<file path="src/rtl/quaternion_alu_defines.svh">
// assertion macros shared by the quaternion alu rtl
`ifndef QUATERNION_ALU_DEFINES_SVH
`define QUATERNION_ALU_DEFINES_SVH

// same-cycle implication, checked out of reset
`define QA_ASSERT_NOW(label, clk, rst_n, ante, cons) \
    label: assert property (@(posedge clk) disable iff (!rst_n) (ante) |-> (cons)) \
        else $error("assertion failed");

// next-cycle implication, checked out of reset
`define QA_ASSERT_NEXT(label, clk, rst_n, ante, cons) \
    label: assert property (@(posedge clk) disable iff (!rst_n) (ante) |=> (cons)) \
        else $error("assertion failed");

`endif

</file>
<file path="src/rtl/qalu_pkg.sv">
// shared types and constants for the quaternion alu
`default_nettype none

package qalu_pkg;

    localparam int OUT_W = 34;

    typedef enum logic [2:0] {
        FN_AB     = 3'd0,
        FN_BA     = 3'd1,
        FN_DOT    = 3'd2,
        FN_CONJ_A = 3'd3,
        FN_CONJ_B = 3'd4,
        FN_MAG_A  = 3'd5,
        FN_MAG_B  = 3'd6
    } qalu_func_t;

    // result fields that ride alongside the square root pipe
    typedef struct packed {
        logic signed [OUT_W-1:0] r_w;
        logic signed [OUT_W-1:0] r_x;
        logic signed [OUT_W-1:0] r_y;
        logic signed [OUT_W-1:0] r_z;
        logic signed [OUT_W-1:0] scalar;
        logic                    is_mag;
    } qalu_side_t;

endpackage

`default_nettype wire

</file>
<file path="src/rtl/qalu_isqrt.sv">
// pipelined floor square root, one root bit per stage, with sideband payload
`default_nettype none
`include "quaternion_alu_defines.svh"

module qalu_isqrt
    import qalu_pkg::*;
#(
    parameter int RAD_W = 33,
    localparam int ROOT_W = (RAD_W + 1) / 2
) (
    input  wire logic              clk,
    input  wire logic              rst_n,
    input  wire logic              en,
    input  wire logic              in_valid,
    input  wire logic [RAD_W-1:0]  in_rad,
    input  wire qalu_side_t        in_side,
    output logic                   out_valid,
    output logic [ROOT_W-1:0]      out_root,
    output qalu_side_t             out_side
);

    localparam int PAD_W = 2 * ROOT_W;
    localparam int REM_W = ROOT_W + 3;

    logic [ROOT_W-1:0] v_reg;
    logic [REM_W-1:0]  rem_reg  [ROOT_W];
    logic [ROOT_W-1:0] root_reg [ROOT_W];
    logic [PAD_W-1:0]  rad_reg  [ROOT_W];
    qalu_side_t        side_reg [ROOT_W];

    genvar k;
    for (k = 0; k < ROOT_W; k++) begin : g_step
        logic              v_in;
        logic [REM_W-1:0]  rem_in;
        logic [ROOT_W-1:0] root_in;
        logic [PAD_W-1:0]  rad_in;
        qalu_side_t        side_in;
        logic [REM_W-1:0]  shifted;
        logic [REM_W-1:0]  trial;
        logic              fits;
        logic [REM_W-1:0]  rem_next;
        logic [ROOT_W-1:0] root_next;
        logic [PAD_W-1:0]  rad_next;

        if (k == 0) begin : g_first
            assign v_in    = in_valid;
            assign rem_in  = '0;
            assign root_in = '0;
            assign rad_in  = PAD_W'(in_rad);
            assign side_in = in_side;
        end else begin : g_rest
            assign v_in    = v_reg[k-1];
            assign rem_in  = rem_reg[k-1];
            assign root_in = root_reg[k-1];
            assign rad_in  = rad_reg[k-1];
            assign side_in = side_reg[k-1];
        end

        // bring down the next radicand digit pair and try root*4+1
        always_comb
        begin
            shifted   = {rem_in[REM_W-3:0], rad_in[PAD_W-1 -: 2]};
            trial     = REM_W'({root_in, 2'b01});
            fits      = (shifted >= trial);
            rem_next  = fits ? (shifted - trial) : shifted;
            root_next = {root_in[ROOT_W-2:0], fits};
            rad_next  = {rad_in[PAD_W-3:0], 2'b00};
        end

        always_ff @(posedge clk or negedge rst_n)
        begin
            if (!rst_n)
            begin
                v_reg[k] <= 1'b0;
            end
            else if (en)
            begin
                v_reg[k] <= v_in;
            end
        end

        always_ff @(posedge clk)
        begin
            if (en)
            begin
                rem_reg[k]  <= rem_next;
                root_reg[k] <= root_next;
                rad_reg[k]  <= rad_next;
                side_reg[k] <= side_in;
            end
        end
    end

    assign out_valid = v_reg[ROOT_W-1];
    assign out_root  = root_reg[ROOT_W-1];
    assign out_side  = side_reg[ROOT_W-1];

    `QA_ASSERT_NOW(a_rem_bound, clk, rst_n, out_valid,
        rem_reg[ROOT_W-1] <= REM_W'({out_root, 1'b0}))
    `QA_ASSERT_NEXT(a_stall_holds, clk, rst_n, !en, $stable(v_reg))
    `QA_ASSERT_NOW(a_root_range, clk, rst_n,
        out_valid && out_side.is_mag && out_root[ROOT_W-1],
        out_root[ROOT_W-2:0] == '0)

endmodule

`default_nettype wire

</file>
<file path="config.mk">
export PLATFORM = sky130hd
export DESIGN_NAME = qalu_isqrt
export DESIGN_NICKNAME = d
export VERILOG_FILES = /design/src/rtl/qalu_pkg.sv /design/src/rtl/qalu_isqrt.sv
export VERILOG_INCLUDE_DIRS = /design/src /design/src/rtl
export SDC_FILE = /design/constraint.sdc
export NUM_CORES = 2
export LEC_CHECK = 0
export BUFFER_PORTS_ARGS = -buffer_cell sky130_fd_sc_hd__buf_2
export CORE_MARGIN = 10
export CORE_UTILIZATION = 50
export CTS_BUF_LIST = sky130_fd_sc_hd__clkbuf_8
export DETAILED_ROUTE_END_ITERATION = 6
export PLACE_DENSITY = 0.77
export SKIP_LAST_GASP = 1
export SLEW_MARGIN = 20
export SYNTH_ARGS = -nofsm -noshare
export SYNTH_HDL_FRONTEND = slang
export SYNTH_MEMORY_MAX_BITS = 65536
export SYNTH_SLANG_ARGS = --single-unit
</file>
<file path="constraint.sdc">
create_clock -name clk -period 8.9 [get_ports clk]
set_clock_uncertainty 0.15 [all_clocks]
set_input_delay 0.445 -clock clk [delete_from_list [all_inputs] [get_ports clk]]
set_output_delay 0.445 -clock clk [all_outputs]
set_load 0.02 [all_outputs]
</file>
### Yosys cells after proc, flatten, opt, wreduce, memory -nomap -nowiden

Memories as Yosys holds them, arrays and structs flattened.
Index checks and enable logic that the tools add are counted.

| operators by class | value |
|---|---|
| $add $sub $neg | 17 |
| $lt $le $gt $ge | 17 |
| muxes and demuxes | 19 |

Operator list:

| operator | count |
|---|---|
| 20-bit 2-to-1 mux | 17 |
| 20-bit by 19-bit >= comparator with 1-bit output | 16 |
| 20-bit by 19-bit subtractor with 20-bit output | 16 |
| 1-bit 2-to-1 mux | 2 |
| 1-bit by 1-bit subtractor with 2-bit output, second input constant | 1 |
| 1-bit >= comparator, second input constant | 1 |

| word-level totals | value |
|---|---|
| register bits after elaboration | 17 |
| bits in writable memories | 4080 |
| memories kept | 4 |

Memory list:

| name | words | width | read ports | clocked after memory_dff | write ports | RTL line | text |
|---|---|---|---|---|---|---|---|
| side_reg | 17 | 171 | 17 | 0 | 17 | qalu_isqrt.sv:29 | `qalu_side_t side_reg [ROOT_W];` |
| rad_reg | 17 | 32 | 16 | 0 | 17 | qalu_isqrt.sv:28 | `logic [PAD_W-1:0] rad_reg [ROOT_W];` |
| rem_reg | 17 | 20 | 16 | 0 | 17 | qalu_isqrt.sv:26 | `logic [REM_W-1:0] rem_reg [ROOT_W];` |
| root_reg | 17 | 17 | 17 | 0 | 17 | qalu_isqrt.sv:27 | `logic [ROOT_W-1:0] root_reg [ROOT_W];` |

### Longest topological paths before layout

An unclocked memory read counts as a cell.

| logic depth | value |
|---|---|
| depth in word-level cells | 3 |
| mapped depth | 12 |
| mapped depth without buffers | 10 |

### Worst setup path before layout

OpenSTA, ideal clock, no wires.

| timing | value |
|---|---|
| kind | register -> register |
| start | mem rem_reg[0][126] in the netlist's numbering |
| end | mem rem_reg[0][149] in the netlist's numbering, data pin |
| path buffers | 0 |
| cell stages (with the launch flop) | 9 |
| setup time | 0.264 ns |
| period minus slack after synthesis | 2.902 ns |
| data arrival time | 2.488 ns |
| setup slack | 5.998 ns |
| cells stage by stage | edfxtp_1 -> ha_1 -> or4_4 -> or4_4 -> nor4_4 -> o31ai_2 -> and3_4 -> and2b_1 -> xor2_1 |

RTL lines:

| what | RTL line |
|---|---|
| start, declared | qalu_isqrt.sv:26 |

==> metrics.md <==
| Metric | Value |
|---|---|
| Outcome | finished clean |
| # IOs | 397 |
| Die W | 509 um |
| Final WL | 177000 um |
| FF+latch area | 0.108 mm^2 |
| Die area | 0.259 mm^2 |
| Top-count cell post-synth | edfxtp_1 |
| Syn_area_per_cell | 22.5 um^2 |
| Register area share after synthesis | 90.8% |
| Power density over the cells | 250 mW/mm^2 |
| FF+latch count, synth | 3613 |
| Dpl cells | 8863 |
| CTS tree | built |
| Post-synth top cells | edfxtp_1 (3596), inv_1 (205), ha_1 (170) |
| Clock transition at path regs | 0.05 ns |
| Num CTS Buffers | 569 |
| Finish-stage setup viols | 0 |
| Clock Path Buffers | 4 |
| Min Clock Period, post-route | 3.44 ns |
| Worst Path Required | 9.48 ns |
| Final Hold Fails | 0 |
| DRT antenna net count | 0 |
| GPL Wtd Cong | 0.859 |
| Share of the synthesized area in the top cell type | 90.5% |
| Logic pwr share | 5.3% |
| Psw | 0.00757 W |
| Switching portion of total power | 21.7% |
| Top cells by area, synth | edfxtp_1 (90%), ha_1 (1.8%), xnor2_1 (0.88%) |
| Top_reg_cell synth | edfxtp_1 |
| Crit Path Class | flop to flop |
| Cell variety after synth | 80 |
| Core area | 0.238 mm^2 |
| Slew @ Worst Pin | 1.16 ns |
| Reg power frac | 59.0% |
| Total power | 0.0349 W |
| Worst setup margin | 5.46 ns |
| Initial core utilization | 50.2% |
| Crit end category | flop |
| Slew Limit Fails | 0 |
| Largest area contributor in the netlist | edfxtp_1 |
| Tightest Hold Check Type | input port to flop |
| Layout area overhead | 17.1% |
| Gr usage total | 13.3% |
| Root Driver | clkbuf_8 |
| Relative slew slack | 22.3% |
| DR iter-0 viols | 3930 |
| EDFF count, synth | 3596 |
| # rows | 179 |
| CP Launch Type | flop |
| Htree depth | 6 |
| Mapped Cells | 5298 |
| Total number of vias | 49763 |
| Area of the mapped netlist | 0.119 mm^2 |
| 1st-pass router iterations | 6 |
| Worst-Skew Late Latency | 1.04 ns |
| Post-Layout Cell Count | 10234 |
| Vias in the first global route | 51177 |
| Syn. warnings | 0 |
| DR vias/cell | 4.86 |
| Fillers | 15992 |
| Placed Area | 0.126 mm^2 |
| Dpl ws | 5.47 ns |
| Drt wl/cell | 17.3 um |
| Largest net degree at the start of global routing | 208 |
| Fmax | 291 MHz |
| Syn Nets | 5676 |
| Die Y | 509 um |
| # DRC | 0 |
| Sum of negative setup slack | 0 ns |
| RSZ-0062 raised after global routing | false |
| Grt total ovfl | 0 |
| Final Cell Area | 0.140 mm^2 |
| Max reg flops | 2907 |
| HPWL Detailed | 94800 um |
| Area taken by multi-input logic gates | 0.0101 mm^2 |
| Clock sinks | 3613 |
| Maximum vdd drop | 0.262 mV |
| Leakage | 50.0 nW |
| Ys async rst share | 0.471% |
| Internal power | 0.0273 W |
| Final #Nets | 7055 |
| Max_cap viols | 0 |
| Share of layout cells above drive strength 1 | 16.5% |
| CP Max Fanout | 25 |
| Port bufs | 396 |
| Antenna violations before repair | 13 |
| Clock share of power | 35.7% |
| Arr. time, crit path | 4.02 ns |
| First-pass GRT wire length | 276000 um |
| Final period utilization | 38.6% |
-- timing repair --
action,4_1_cts,5_1_grt
gates resized for setup,0,0
hold buffers,410,0
setup buffers,0,0
endpoints found under the hold margin,365,0
-- final timing paths --
check	start	endpoint	slack, ns	cells after the start
min in group asynchronous	rst_n	g_step[14].v_in	0.40	3
max in group asynchronous	rst_n	out_valid	7.73	3
worst max-delay path	rem_reg[0][251]	rem_reg[0][266]	5.46	8
worst min register to register	side_reg[1][985]	side_reg[1][1156]	0.19	0
worst min-delay path	in_side[80]	side_reg[0][80]	0.13	2
worst max register to register	rem_reg[0][251]	rem_reg[0][266]	5.46	8
-- area by class of cell --
type	count	share of cell area (%)
repair buffers	841	4.69
inverters	210	0.564
well taps	3167	2.83
clock buffers	578	5.69
flip-flops and latches	3613	77.6
clock inverters	372	1.45
multi-input cells	1442	7.20
diodes	11	0.0197
-- worst max-delay path, cell delays in order (launching register included) --
cell,delay (ns)
edfxtp_1,0.40
ha_1,0.42
a21o_1,0.25
a2111oi_0,0.62
o31a_1,0.27
o21a_1,0.13
o31a_1,0.36
inv_2,0.27
mux2_2,0.34
-- power by group through the flow --
stage               Combinational (W)  Clock [W]  Sequential, W
detailed placement            0.00170          0         0.0209
CTS                           0.00185     0.0128         0.0206
finish                        0.00186     0.0125         0.0206
floorplan                    0.000962          0         0.0208
global placement              0.00162          0         0.0208
global route                  0.00206     0.0137         0.0207
-- cell usage in the layout, fill, tap and decap left out, types with 13 or more instances in the layout --
cell type      Yosys  final
buf_4              0     19
or3_1             19     19
nand3_1           32     32
nor4_1            24     24
nand4_1           21     21
a21o_1            38     38
a211oi_1          13     13
a21oi_1          157    156
nor3_1            46     46
buf_12             0     16
ha_1             170    170
clkinv_2           0     36
inv_6              0     16
clkinvlp_4         0     14
xor2_1            76     76
mux2_2            39     39
nor2b_1           21     21
o21ai_0          112    112
nand2b_1          37     37
nor2_1           161    161
clkbuf_8           0    578
dfrtp_1           17     17
o21a_1            28     28
clkinv_1           1    111
buf_2              7    395
inv_1            205    378
and3_1            14     14
dlygate4sd3_1      0    410
bufinv_16          0     14
edfxtp_1        3596   3596
o31ai_1           16     16
xnor2_1          120    120
nand2_1          136    136
-- cell families (layout without fill, tap and decap cells) --
| kind of cell | after synthesis | in the layout | synth area share (%) |
|---|---|---|---|
| buffers and inverters | 243 | 2001 | 0.778 |
| other | 1 | 12 | 0.00314 |
| flip-flops | 3613 | 3613 | 90.8 |
| AO/OA/AOI/OAI | 449 | 449 | 2.32 |
| XOR/XNOR | 196 | 196 | 1.44 |
| multiplexers | 46 | 46 | 0.427 |
| AND/OR/NAND/NOR | 580 | 580 | 2.45 |
| adder cells (fa/ha/maj) | 170 | 170 | 1.78 |
-- per-stage QoR --
step	hold WS, ns	utilization [%]
finish	0.126	58.8
global route	0.0117	58.8
CTS	0.00175	58.8
detailed placement	0.229	52.9
global placement	0.215	52.9
floorplan	-0.000591	-
-- metal layers --
layer  vias up  share of wire, %  track usage (%)
met5         -             0.019                0
met4         6               2.9             5.24
met3       415               6.0             3.79
met2      1492                50             22.0
met1     24245                41             16.7
li1      23605                 -                -
Power figures use the tool's default switching activity.
